--- config.mk ---
export PLATFORM = sky130hd
export DESIGN_NAME = lpm_ram
export DESIGN_NICKNAME = d
export VERILOG_FILES = /design/src/rtl/lpm_ram.sv
export SDC_FILE = /design/constraint.sdc
export NUM_CORES = 1
export LEC_CHECK = 0
export BUFFER_PORTS_ARGS = -buffer_cell sky130_fd_sc_hd__buf_2
export CORE_MARGIN = 2
export CORE_UTILIZATION = 57
export CTS_BUF_LIST = sky130_fd_sc_hd__clkbuf_4 sky130_fd_sc_hd__clkbuf_8
export CTS_CLUSTER_SIZE = 14
export DETAILED_ROUTE_END_ITERATION = 6
export PLACE_DENSITY = 0.78
export REMOVE_ABC_BUFFERS = 1
export SYNTH_ARGS = -nofsm -noshare
export SYNTH_HDL_FRONTEND = slang
export SYNTH_SLANG_ARGS = --single-unit
export TNS_END_PERCENT = 100
--- constraint.sdc ---
create_clock -name clk_i -period 1.6 [get_ports clk_i]
set_input_delay 0.08 -clock clk_i [delete_from_list [all_inputs] [get_ports clk_i]]
set_output_delay 0.08 -clock clk_i [all_outputs]
set_load 0.01 [all_outputs]
--- src/rtl/lpm_ram.sv ---
// generic single write port, single read port ram with registered read data
// no dependencies
module lpm_ram #(
  parameter int Width = 8,
  parameter int Depth = 16
) (
  input  logic                                 clk_i,
  input  logic                                 we_i,
  input  logic [(Depth > 1 ? $clog2(Depth) : 1)-1:0] waddr_i,
  input  logic [Width-1:0]                     wdata_i,
  input  logic [(Depth > 1 ? $clog2(Depth) : 1)-1:0] raddr_i,
  output logic [Width-1:0]                     rdata_o
);

  logic [Width-1:0] mem_q [Depth];
  logic [Width-1:0] rdata_q;

  always_ff @(posedge clk_i) begin
    if (we_i) begin
      mem_q[waddr_i] <= wdata_i;
    end
    rdata_q <= mem_q[raddr_i];
  end

  assign rdata_o = rdata_q;

endmodule

==> impl_results.md <==
- Synth Instances: 229
- Crit Reg-Reg Startpoint: mem_q[2][0]
- 1st-pass router iterations: 4
- # diodes: 0
- Port Buf Inserts: 25
- Setup Buffers After CTS: 0
- Clock root buffer: clkbuf_8
- Fin crit period: 1.38 ns
- HP Class: in -> reg
- Outcome: finished, final reports clean
- CP startpoint kind: flip-flop
- Via Count: 2452
- Share of layout cells above drive strength 1: 33.8%
- Die area: 9810 um^2
- Max Cap Viol: 0
- Syn Area/Cell: 22.5 um^2
- First-pass GRT wire length: 14400 um
- Worst slew pin tran: 0.390 ns
- GRT Overall Usage: 20.9%
- Hold-fix buffers, CTS: 0
- Most common cell in the netlist: edfxtp_1
- Synth area leaders: edfxtp_1, mux4_2, mux4_1
- Arrival @ worst endpoint: 1.69 ns
- Top cells by count, synth: edfxtp_1, mux4_2, a22oi_1
- Pins over their slew limit: 0
- Starting Density: 59.0%
- Synth area leader: edfxtp_1
- Nets: 307
- PostCTS Resize Cnt: 0
- CTS clk-pin slew, worst paths: 0.08 ns
- Final hold vios: 0
- Post-Layout Cell Count: 410
- Violation count after the first detailed-routing iteration: 240
- VDD IR max: 0.646 mV
- Worst Setup SP: mem_q[2][0]
- IO Count: 26
- Mapped cell area: 5150 um^2
- CTS buffer count: 17
- Share of the synthesized area in the top cell type: 74.7%
- Worst path required time: 1.91 ns
- Wire length per cell: 22.6 um
- CP max FO: 1
- Leak Pwr: 2.04 nW
- Remaining design rule violation count: 0
- Setup violators final: 0
- Top FF cell, synth: edfxtp_1
- Detailed Place HPWL: 6210 um
- Hold_sp: wdata_i[5]
- Asr flop ratio synth: 0%
- Chip Height: 99.0 um
- WS Path Type: reg -> reg
- Placer Congestion: 0.726
- Antenna violations before repair: 0
- Distinct cells, synth: 19
- Chip Width: 99.0 um
- Cell Rows: 34
- Final Cycle Share: 85.9%
- Sink Count: 136
- Routed vias/inst: 5.98
- Antenna-violating nets left: 0
- TritonCTS clock tree: yes
- Number of global-route vias before repair: 2480
- H-tree levels: 4
- Core Region: 8720 um^2
- Clk_lat worst skew: 0.42 ns
- Synth Register Bits: 136
- Register area share after synthesis: 77.8%
- Largest net degree at the start of global routing: 33
- Setup Total Neg Slack: 0 ns
- Synth warn: 0
- RSZ-0062 raised after global routing: no
- CP endpoint kind: flip-flop
- Routed WL: 9260 um
- GRT Residual Overflow: 0
- Total power: 0.00707 W
- Post-Place Cells: 378
- Layout area overhead: 15.6%
- Skew final: 0.00978 ns
- Max clock buf depth: 2
- Highest Clock Rate: 0.727 GHz
- Slew margin rel.: 74.0%
- Number of synthesized flops with an enable pin: 128
- Ratio of total power to cell area: 1190 nW/um^2
cells by family after synthesis:
| group | after synthesis | share of synthesized area, % |
|---|---|---|
| flip-flops | 136 | 77.8 |
| AND/OR/NAND/NOR | 35 | 3.18 |
| multiplexers | 32 | 15.0 |
| AO/OA/AOI/OAI | 16 | 2.33 |
| buffers and inverters | 10 | 1.68 |
flip-flops by register name, indices dropped and copies added (netlist names):
name / cells
mem_q: 128
rdata_o: 8
path summary, 6_finish.rpt:
check / depth (start not counted) / endpoint / slack (ns)
setup / recovery: 3 / rdata_o[0] / 0.22
hold / removal: 1 / mem_q[6][5] / 0.03
setup reg to reg: 3 / rdata_o[0] / 0.22
hold reg to reg: 3 / rdata_o[0] / 0.68
power breakdown:
group / internal (W) / total (W) / switching [W]
registers: 0.00398 / 0.00400 / 0.0000255
clock network: 0.00141 / 0.00268 / 0.00128
logic: 0.000169 / 0.000378 / 0.000209
total: 0.00556 / 0.00707 / 0.00151
metrics by stage:
step / hold WS [ns] / area, um^2 / setup slack, ns / utilization, %
floorplan: 0.179 / 5060 / 0.0271 / -
global placement: 0.462 / 5550 / 0.118 / 63.7
detailed placement: 0.473 / 5550 / 0.104 / 63.7
CTS: 0.00831 / 5950 / 0.209 / 68.2
global route: 0.0190 / 5950 / 0.139 / 68.2
finish: 0.0259 / 5950 / 0.225 / 68.2
critical path, stage by stage, from the launching register on:
cell	delay, ns
edfxtp_1	0.38
mux4_1	0.52
a22oi_1	0.28
nand2_1	0.08
per-layer routing:
layer | vias up | global-route usage [%] | part of all wire, %
met1 | 1254 | 28.9 | 41
li1 | 1095 | - | -
met4 | 0 | 8.32 | 1.3
met3 | 11 | 5.04 | 6.8
met2 | 92 | 32.9 | 50
met5 | - | 0 | 0
placed cells by master, fill, tap and decap left out, types with 2 or more instances in the layout:
master      count
mux4_2         18
buf_4          23
clkinv_2        2
clkinv_4        7
dfxtp_1         8
nor3_1          4
nand3b_1        2
clkinvlp_4      3
nor2_1         13
a22oi_1        16
clkbuf_8       17
nand2b_1        2
nand2_1         9
bufinv_16       2
mux4_1         14
edfxtp_1      128
buf_12          3
buf_2          25
final cells by class:
type / count / area, um^2
Fill cell: 525 / 2770
Tap cell: 108 / 135
Timing Repair Buffer: 51 / 358
Sequential cell: 136 / 4000
Multi-Input combinational cell: 83 / 1060
Clock inverter: 14 / 154
Clock buffer: 18 / 241
Power figures use the tool's default switching activity.
