**src/rtl/lpm_pkg.sv**
```systemverilog
// types shared by the longest prefix match lookup unit and its compare unit
// command and result payloads, stored route entry layout, running rank
// no dependencies
package lpm_pkg;

  typedef enum logic {
    CMD_WRITE  = 1'b0,
    CMD_LOOKUP = 1'b1
  } lpm_op_e;

  // one command transfer
  typedef struct packed {
    lpm_op_e     command;
    logic [9:0]  entry_index;
    logic [31:0] entry_prefix;
    logic [31:0] entry_mask;
    logic [31:0] entry_next_hop;
    logic [7:0]  entry_port;
    logic [31:0] lookup_address;
  } lpm_cmd_t;

  // one result transfer
  typedef struct packed {
    logic        route_found;
    logic [31:0] hop_address;
    logic [7:0]  out_port;
    logic [5:0]  match_length;
    logic [9:0]  match_slot;
  } lpm_res_t;

  // route entry as kept in the table, mask bit count computed on write
  typedef struct packed {
    logic [31:0] prefix;
    logic [31:0] mask;
    logic [31:0] hop;
    logic [7:0]  port;
    logic [5:0]  len;
  } lpm_entry_t;

  // best match so far in a scan
  typedef struct packed {
    logic       found;
    logic [5:0] len;
  } lpm_rank_t;

endpackage

```
**src/rtl/lpm_match.sv**
```systemverilog
// shared compare unit: tests one table entry against the address and
// decides whether it beats the best match so far; depends on lpm_pkg
module lpm_match (
  input  lpm_pkg::lpm_entry_t entry_i,
  input  logic [31:0]         addr_i,
  input  lpm_pkg::lpm_rank_t  rank_i,
  output logic                take_o
);
  import lpm_pkg::*;

  logic hit;

  // prefix and address agree on every mask bit
  assign hit    = (((entry_i.prefix ^ addr_i) & entry_i.mask) == 32'd0);
  // strictly longer wins, so on a tie the earlier slot stays
  assign take_o = hit && (!rank_i.found || (entry_i.len > rank_i.len));

endmodule
```
**config.mk**
```make
export PLATFORM = sky130hd
export DESIGN_NAME = lpm_match
export DESIGN_NICKNAME = d
export VERILOG_FILES = /design/src/rtl/lpm_pkg.sv /design/src/rtl/lpm_match.sv
export SDC_FILE = /design/constraint.sdc
export NUM_CORES = 1
export LEC_CHECK = 0
export ABC_AREA = 1
export BUFFER_PORTS_ARGS = -buffer_cell sky130_fd_sc_hd__buf_2
export CAP_MARGIN = 20
export CORE_AREA = 2 2 58 60
export DETAILED_ROUTE_END_ITERATION = 10
export DIE_AREA = 0 0 60 62
export PLACE_DENSITY = 0.82
export SYNTH_ARGS = -nofsm -noshare
export SYNTH_HDL_FRONTEND = slang
export SYNTH_SLANG_ARGS = --single-unit
```
**constraint.sdc**
```tcl
create_clock -name vclk -period 1.4
set_input_delay 0.21 -clock vclk [all_inputs]
set_output_delay 0.21 -clock vclk [all_outputs]
set_load 0.1 [all_outputs]
```
==> impl_results.md, run 1 <==
- Synth Area in XOR/XNOR: 0.02105
- Commonest non-fill, non-tap cell in the layout: buf_2
- Syn. warnings: 0
- Distinct cells, synth: 12
- Die footprint: about 0.0037 mm2
- Required time worst endpoint: between 1 and 1.5 ns
- Max transition margin: 0.9096
- Total global-route track usage: 0.1373
- Final wirelength: 2675 um
- Area leader, netlist: nand2_1
- Dpl cells: between 300 and 400
- Seq_cells: 0
- Multi-input logic area: 772.0 um2
- DRC: 0
- Layout cells sized above 1: 0.4228
- Num rows: 21
- Drt via density: ~4
- Vias in the first global route: 1174
- Pins Over Slew Limit: 0
- Worst setup path class: in -> out
- Worst Setup Start Kind: primary input
- Hold Crit Class: in -> out
- Die Span X: about 60 um
- Setup bufs post-CTS: 0
- HP Start: rank_i[6]
- Synth-to-Final Area Change: 89.32%
- I/O Buffers: 110
- RSZ-0062 raised after global routing: true
- Crit-path cells: buf_2, ha_4, nand2_4, nor2_4, nand2_1, nand3_1, nand2_1, nand2_1, nand3_2, nor2_4, buf_12
- Post-DRT Antenna Nets: 0
- WL/cell: 7.776 um
- Final Setup Violations: 1
- Crit-path max FO: 2
- Die H: 62 um
- Multiplexer share of the synthesized area: 0
- Area contributors post-synth: nand2_1 34%, nor2_1 18%, inv_1 16%
- Post-Synth Simple-Gate Area: 0.7203
- Hold depth: 5
- Worst Setup Slack post-DPL: -0.2613 ns
- Final Hold Vio Count: 0
- Detailed placer's ending HPWL: 2511 um
- Peak supply drop: 120.7 uV
- Storage element area: 0 um2
- Initial antenna violation count: 0
- Failing checks: setup timing
- CLK BUF: 0
- RD Place Congestion: around 0.67
- Mapped Cells: 188
- Largest family of logic cells by synthesized area: simple AND/OR/NAND/NOR gates
- Leak pwr: ~0.0010 uW
- Initial Util: 0.2617
- Core area: 0.003179 mm2
- Io pins: 150
- Synth Area in Adders: 0.09023
- Hold Path End: take_o
- Final min period: 1.568 ns
- Max-capacitance violation count: 0
- Commonest non-fill, non-tap cells in the layout: 105 x buf_2, 73 x nand2_1, 39 x nor2_1, 32 x inv_1, 16 x nand3_1
- First-pass GRT wire length: 4174 um
- CP max stage delay: 0.26 ns
- Syn nets: 343
- Crit path DAT: approximately 1.4 ns
- Pin count of the biggest net entering global routing: 3
- Avg Synthesized Cell Area: 4.426 um2
- Vias: between 1000 and 1500
- Fill cell count: about 350
- Total grt overflow: 0
- Diode count: 0
- Synth Area in Compound Gates: 0.006015
- Drt pass-1 iters: 4
- Slew @ Worst Pin: 0.1351 ns
- Synthesized cell area: 832.0 um2
- Crit end category: output pin
- Sequential-to-total area share from yosys stat: 0
- Initial drt markers: 50
- Pwr Density: 247.9 mW/mm2
- Yosys top cell area share: 0.3383
- Final Cycle Share: 1.120
- CP max-delay cell: ha_4
- Final cell count without fillers: 344
- Hold Slack: between 0.8 and 0.9 ns
- Peak Freq: approximately 640 MHz
- Nets: ~460
- Most used cell, CP: nand2_1
- Status: complete, but fails checks
- Post-route setup slack: -0.1675 ns
cell families after synthesis:
family | Yosys count
and+or+nand+nor | 143
buffers and inverters | 36
adders and majority gates | 6
xor gates and xnor gates | 2
AOI/OAI and AO/OA | 1
power breakdown:
part / internal, uW / total, uW / switching, uW
sequential: 0 / 0 / 0
combinational: 213 / 390 / 177
clock: 0 / 0 / 0
total: 213 / 390 / 177
how the worst max path moves through the flow:
stage / start / endpoint / slack, ns / cells past startpoint
2_1_floorplan: rank_i[3] / take_o / -0.22 / 10
3_3_place_gp: rank_i[3] / take_o / -0.25 / 12
3_5_place_dp: rank_i[3] / take_o / -0.26 / 12
4_1_cts: rank_i[5] / take_o / -0.15 / 12
5_1_grt: rank_i[5] / take_o / -0.25 / 12
6_report: entry_i[4] / take_o / -0.17 / 11
per-layer routing:
| layer | share of wire | wire (um) | track usage | vias to the layer above |
|---|---|---|---|---|
| li1 | - | - | - | 785 |
| met1 | 0.36 | 974 | 0.1379 | 553 |
| met2 | 0.52 | 1397 | 0.3090 | 63 |
| met3 | 0.11 | 303 | 0.01656 | 0 |
| met4 | 0 | 0 | 0 | 0 |
| met5 | 0 | 0 | 0 | - |
critical path, delay by kind of cell:
kind / cells / cell delay, ns
adders and majority gates: 1 / 0.26
buffers and inverters: 2 / 0.29
and+or+nand+nor: 8 / 0.58
timing repair:
item	CTS	global route
gates cloned	0	0
endpoints found under the setup margin	1	1
resized for setup	8	0
hold buffers	0	0
pin swaps	8	1
final cells by class:
class / instances / area share
inverter: 36 / 0.09849
multi-input combinational: 152 / 0.4901
tap: 46 / 0.03654
timing repair buffer: 110 / 0.3749
synthesized netlist by cell type:
cell and number:
inv_1 36, a21oi_1 1, nand3_2 3, nor2_2 2, nand3_1 17, nand2_1 75
or2_0 2, xor2_1 2, or2_1 2, ha_1 6, nor2_1 39, nand4_1 3
per-stage QoR:
stage	setup TNS [ns]	instance area [um2]	util	total power (uW)
2_1_floorplan	-0.2219	914.6	-	175.3
3_3_place_gp	-0.2477	1538	0.4837	362.8
3_5_place_dp	-0.2613	1538	0.4837	376.4
4_1_cts	-0.1538	1575	0.4955	393.6
5_1_grt	-0.2497	1575	0.4955	453.3
6_report	-0.1675	1575	0.4955	390.4
Note: power is estimated with default switching activity, not from simulation.
==> inputs of run 2 (changes only) <==
--- a/config.mk
+++ b/config.mk
@@ -8,10 +8,9 @@
 export ABC_AREA = 1
 export BUFFER_PORTS_ARGS = -buffer_cell sky130_fd_sc_hd__buf_2
 export CAP_MARGIN = 20
-export CORE_AREA = 2 2 58 60
+export CORE_UTILIZATION = 25
 export DETAILED_ROUTE_END_ITERATION = 10
-export DIE_AREA = 0 0 60 62
-export PLACE_DENSITY = 0.82
+export PLACE_DENSITY = 0.8
 export SYNTH_ARGS = -nofsm -noshare
 export SYNTH_HDL_FRONTEND = slang
 export SYNTH_SLANG_ARGS = --single-unit
==> constraint.sdc (replaced) <==
create_clock -name vclk -period 1.31
set_input_delay 0.1965 -clock vclk [all_inputs]
set_output_delay 0.1965 -clock vclk [all_outputs]
set_load 0.1 [all_outputs]
==> impl_results.md, run 2 (synthesis gave the netlist of run 1 again) <==
- Commonest non-fill, non-tap cell in the layout: buf_2
- Final wirelength: 2529 um (-5.5%)
- DRC: 0 (unchanged)
- Die footprint: 0.003563 mm2 (-4.2%)
- Hold depth: 5 (unchanged)
- Crit-path cells: buf_8, inv_12, ha_4, nand2_4, nor2_4, buf_4, nand3_1, nand2_1, nand2_1, nand3_2, nor2_4, buf_12
- Pins Over Slew Limit: 0 (unchanged)
- Vias: 1420 (+1.4%)
- WL/cell: 7.373 um (-5.2%)
- Peak supply drop: 150.5 uV (+25%)
- Max-capacitance violation count: 0 (unchanged)
- Worst setup path class: in -> out
- Logic gate share of total power: 1.000 (about the same)
- Commonest non-fill, non-tap cells in the layout: 103 x buf_2, 73 x nand2_1, 39 x nor2_1, 32 x inv_1, 16 x nand3_1
- Nets: 456 (+0.22%)
- Peak Freq: about 650 MHz
- Pint: 236.6 uW (+11%)
- I/O Buffers: 110 (unchanged)
- RSZ-0062 raised after global routing: true
- Die Span X: 59.69 um (-0.52%)
- Core area: 0.003103 mm2 (-2.4%)
- Diode count: 0 (unchanged)
- Switching Fraction: 0.4422 (-0.01130)
- Flop pwr share: 0 (unchanged)
- Largest delay share family, worst path: simple AND/OR/NAND/NOR gates
- Seq_cells: 0 (unchanged)
- Max transition margin: 0.8980 (-0.01162)
- Worst Setup Start Kind: primary input
- Dpl cells: 342 (-0.58%)
- Pin count of the biggest net entering global routing: 3 (unchanged)
- Hold Path End: take_o
- Final Cell Area: 0.001599 mm2 (+1.5%)
- Initial Util: 0.2681 (+0.006437)
- CLK BUF: 0 (unchanged)
- Final cell count without fillers: 343 (-0.29%)
- Status: complete, but fails checks
- Crit path DAT: 1.33 ns (-0.03 ns)
- NetSw: 187.6 uW (+5.9%)
- Detailed placer's ending HPWL: 2381 um (-5.2%)
- Final Setup Violations: 1 (unchanged)
- Final min period: 1.528 ns
- Io pins: 150 (unchanged)
- RD Place Congestion: 0.7062 (+5.3%)
- Final Hold Vio Count: 0 (unchanged)
- Num rows: 20 (-4.8%)
- Crit-path max FO: 2 (unchanged)
- Hold Crit Class: in -> out
- Required time worst endpoint: 1.11 ns (-0.08 ns)
- Crit end category: output pin
- Total grt overflow: 0 (unchanged)
- Storage element area: 0 um2 (unchanged)
- Area post-placement: 0.001535 mm2 (-0.16%)
- Synth-to-Final Area Change: 92.18%
- CP max-delay cell: ha_4
- First-pass GRT wire length: 4002 um (-4.1%)
- Post-route setup slack: -0.2175 ns (-0.05000 ns)
- Total global-route track usage: 0.1352 (-0.002043)
- CP max stage delay: 0.23 ns (-0.03 ns)
- CP Buf/Inv Count: 4 (+2)
- Final Cycle Share: 1.166
- Die H: 59.69 um (-3.7%)
- Leak pwr: 0.001030 uW (+1.5%)
- Pwr Density: 265.3 mW/mm2 (+7.0%)
- Failing checks: setup timing
- Initial drt markers: 29 (-42%)
- Clk pwr share: 0 (unchanged)
- Layout cells sized above 1: 0.4247 (+0.001930)
- Hold_buf cts: 0 (unchanged)
- Post-DRT Antenna Nets: 0 (unchanged)
- Drt pass-1 iters: 4 (unchanged)
- Vias in the first global route: 1216 (+3.6%)
- HP Start: rank_i[6]
- Drt via density: 4.140 (+1.7%)
- Initial antenna violation count: 0 (unchanged)
- Slew @ Worst Pin: 0.1525 ns (+0.01737 ns)
-- run 2: cell types whose count changed in the layout (fill, tap and decap cells not counted), sizes merged --
cell,change
buf,+1
-- run 2: timing repair --
action	CTS	global route
pin swaps	8	0
endpoints found under the setup margin	1	1
setup buffers	1	0
gates resized for setup	6	5
-- run 2: how the worst max path moves through the flow --
stage                          from      to  slack (ns)  cells after the start
after detailed placement  rank_i[3]  take_o       -0.33                     12
after floorplan           rank_i[3]  take_o       -0.28                     10
after global routing      rank_i[3]  take_o       -0.31                     12
after global placement    rank_i[3]  take_o       -0.31                     12
final                     rank_i[3]  take_o       -0.22                     12
after CTS                 rank_i[5]  take_o       -0.21                     12
-- run 2: power groups by stage --
stage          registers, uW  logic [uW]  clock network [uW]
3_3_place_gp               0         388                   0
5_1_grt                    0         493                   0
2_1_floorplan              0         187                   0
6_report                   0         424                   0
4_1_cts                    0         412                   0
3_5_place_dp               0         400                   0
-- run 2: layout make-up --
type | instances | area (um2)
timing repair buffer | 111 | 614.3
tap | 44 | 55.05
multi-input combinational | 152 | 777.0
fill | 331 | 1504
inverter | 36 | 152.6
-- run 2: layer usage --
metal  share of wire  global-route usage  vias to the layer above
met5               0                   0                        -
met4               0            0.009967                        0
met3            0.12             0.01948                        0
met2            0.51              0.3048                       62
met1            0.38              0.1260                      574
li1                -                   -                      784
-- run 2: stage by stage --
| step | setup slack (ns) | util | hold WS [ns] | total power [uW] | TNS, ns |
|---|---|---|---|---|---|
| finish | -0.2175 | 0.5153 | 0.7829 | 424.2 | -0.2175 |
| detailed placement | -0.3349 | 0.4948 | 0.7867 | 399.6 | -0.3349 |
| floorplan | -0.2849 | - | 0.6243 | 187.4 | -0.2849 |
| global placement | -0.3057 | 0.4948 | 0.7863 | 388.1 | -0.3057 |
| global route | -0.3054 | 0.5153 | 0.8035 | 492.7 | -0.3054 |
| CTS | -0.2092 | 0.5073 | 0.7853 | 412.3 | -0.2092 |
==> inputs of run 3 (changes only) <==
--- a/config.mk
+++ b/config.mk
@@ -5,12 +5,14 @@
 export SDC_FILE = /design/constraint.sdc
 export NUM_CORES = 1
 export LEC_CHECK = 0
-export ABC_AREA = 1
+export ABC_AREA = 0
 export BUFFER_PORTS_ARGS = -buffer_cell sky130_fd_sc_hd__buf_2
 export CAP_MARGIN = 20
-export CORE_UTILIZATION = 25
+export CORE_AREA = 2 2 58 60
 export DETAILED_ROUTE_END_ITERATION = 10
-export PLACE_DENSITY = 0.8
+export DIE_AREA = 0 0 60 62
+export GPL_TIMING_DRIVEN = 0
+export PLACE_DENSITY = 0.78
 export SYNTH_ARGS = -nofsm -noshare
 export SYNTH_HDL_FRONTEND = slang
 export SYNTH_SLANG_ARGS = --single-unit
==> impl_results.md, run 3 <==
- Status: complete, but fails checks
- Failing checks: setup timing
- Core area: 0.003179 mm2 (+2.5%)
- Final wirelength: 2103 um (-17%)
- Crit path DAT: 1.59 ns (+0.26 ns)
- Drt via density: 4.288 (+3.6%)
- Hold Slack: 0.7511 ns (-0.03180 ns)
- DRC: 0 (unchanged)
- Multi-input logic area: 641.9 um2 (-17%)
- CP Buf/Inv Count: 3 (-1)
- CP max-delay cell: a2111oi_4
- Hold Crit Class: in -> out
- Worst Setup Start Kind: primary input
- Final cell count without fillers: 229 (-33%)
- Slew @ Worst Pin: 0.2962 ns (+0.1437 ns)
- M1 WL: 695 um (-27%)
- Crit end category: output pin
- Total grt overflow: 0 (unchanged)
- Synth Area in XOR/XNOR: 0.4544 (+0.4333)
- Max-capacitance violation count: 0 (unchanged)
- Diode count: 0 (unchanged)
- Pin count of the biggest net entering global routing: 3 (unchanged)
- Largest family of logic cells by synthesized area: XOR/XNOR gates
- Post-route setup slack: -0.4764 ns (-0.2589 ns)
- Syn nets: 228 (-34%)
- Vias: 982 (-31%)
- Max transition margin: 0.8025 (-0.09544)
- Largest delay share family, worst path: compound AO/OA/AOI/OAI gates
- Synth Area in Adders: 0.1217 (+0.03148)
- Met2 WL: 1161 um (-9.4%)
- Vias in the first global route: 909 (-25%)
- I/O Buffers: 110 (unchanged)
- WL/cell: 9.183 um (+25%)
- Drt pass-1 iters: 2 (-2)
- Commonest non-fill, non-tap cell in the layout: buf_2
- Worst setup path class: in -> out
- Initial Util: 0.1940 (-0.07413)
- Leak pwr: 0.0007344 uW (-29%)
- Layout cells sized above 1: 0.6776 (+0.2528)
- Yosys top cell area share: 0.4544 (+0.1160)
- Final min period: 1.786 ns (+0.2589 ns)
- CP max stage delay: 0.34 ns (+0.11 ns)
- First-pass GRT wire length: 3201 um (-20%)
- WL met3: 216 um (-26%)
- RSZ-0062 raised after global routing: true
- Initial drt markers: 3 (-90%)
- Pins Over Slew Limit: 0 (unchanged)
- Nets: 340 (-25%)
- Avg Synthesized Cell Area: 8.450 um2 (+91%)
- Top post-synthesis cells by count: 32 x xor2_1, 8 x a22oi_1, 7 x inv_1, 6 x ha_1
- Io pins: 150 (unchanged)
- Most frequent cell after synthesis: xor2_1
- Die H: 62 um (+3.9%)
- Dpl cells: 229 (-33%)
- Sequential-to-total area share from yosys stat: 0 (unchanged)
- Die footprint: 0.003720 mm2 (+4.4%)
- Setup bufs post-CTS: 0 (-1)
- TNS Setup: -0.4764 ns (-0.2589 ns)
- Multiplexer share of the synthesized area: 0 (unchanged)
- Seq_cells: 0 (unchanged)
- Crit-path cells: buf_8, inv_12, ha_4, a21o_1, a21oi_2, nor2b_1, o32ai_2, a2111oi_4, buf_6
- Mapped Cells: 73 (-61%)
- Commonest non-fill, non-tap cells in the layout: 106 x buf_2, 32 x xor2_1, 8 x a22oi_1
- Syn. warnings: 0 (unchanged)
- CLK BUF: 0 (unchanged)
- Final Cycle Share: 1.364 (+0.1976)
- Area post-placement: 0.001282 mm2 (-16%)
- Post-DRT Antenna Nets: 0 (unchanged)
- Hold_buf cts: 0 (unchanged)
- Area contributors post-synth: xor2_1 45%, ha_1 12%, a221oi_2 9.7%
- Post-Synth Simple-Gate Area: 0.06288 (-0.6574)
- Synth-to-Final Area Change: 113.6%
- Area leader, netlist: xor2_1
- Final Hold Vio Count: 0 (unchanged)
- RD Place Congestion: 0.7583 (+7.4%)
- Top sig layer: met4
- Distinct cells, synth: 14 (+2)
- Initial antenna violation count: 0 (unchanged)
- Num rows: 21 (+5.0%)
- Crit-path max FO: 2 (unchanged)
- Final core occ: 0.4144 (-0.1009)
- Storage element area: 0 um2 (unchanged)
- Synth Area in Compound Gates: 0.3185 (+0.3124)
- Die Span X: 60 um (+0.52%)
- Detailed placer's ending HPWL: 2066 um (-13%)
- Total global-route track usage: 0.1089 (-0.02636)
- Required time worst endpoint: 1.11 ns (about the same)
- Pwr Density: 293.2 mW/mm2 (+11%)
- Peak supply drop: 110.5 uV (-27%)
- Final Setup Violations: 1 (unchanged)
- Fill cell count: 314 (-5.1%)
- Synthesized cell area: 616.8 um2 (-26%)
- Peak Freq: 559.8 MHz (-14%)
- Final Cell Area: 0.001318 mm2 (-18%)
[run 3: changes by cell type in the layout (fill, tap and decap cells not counted), moves of 8 or more]
cell	before	now
nand3_1	16	0
nor2_1	39	0
inv_1	32	3
a22oi_1	0	8
xor2_1	2	32
nand2_1	73	1
[run 3: final timing paths]
kind	start	end	slack, ns	depth (start not counted)
setup / recovery	rank_i[3]	take_o	-0.48	9
hold / removal	rank_i[6]	take_o	0.75	3
[run 3: area by class of cell]
cell class,count,area share
inverter,7,0.02944
multi-input combinational,66,0.4872
tap,46,0.04368
timing repair buffer,110,0.4397
[run 3: kinds of logic (layout without fill, tap and decap cells)]
kind of cell | count (synthesis) | in the layout
adder cells (fa/ha/maj) | 6 | 6
XOR/XNOR | 32 | 32
buffers and inverters | 7 | 117
AO/OA/AOI/OAI | 21 | 21
AND/OR/NAND/NOR | 7 | 7
[run 3: through the flow]
stage / worst slack (ns) / power (uW)
after floorplan: -0.8772 / 171.4
after global placement: -0.6767 / 371.6
after detailed placement: -0.7325 / 383.3
after CTS: -0.4840 / 394.2
after global routing: -0.6006 / 437.6
final: -0.4764 / 386.3
[run 3: timing repair]
| action | in CTS | in global routing |
|---|---|---|
| setup endpoints to repair | 1 | 1 |
| pin swaps | 5 | 0 |
| gates resized for setup | 8 | 1 |
[run 3: tightest hold or removal path, delay by kind of cell]
kind | cells | cell delay [ns]
AOI/OAI and AO/OA | 1 | 0.07
buffers and inverters | 2 | 0.28
[run 3: where the power goes]
part / internal (uW) / total [uW] / switching, uW / leakage, uW
Sequential: 0 / 0 / 0 / 0
Clock: 0 / 0 / 0 / 0
Combinational: 232 / 386 / 155 / 0.000734
[run 3: layer usage]
| layer | GRT usage | vias up |
|---|---|---|
| met4 | 0.01905 | 0 |
| met5 | 0 | - |
| li1 | - | 492 |
| met1 | 0.1108 | 418 |
| met3 | 0.002070 | 4 |
| met2 | 0.2422 | 68 |
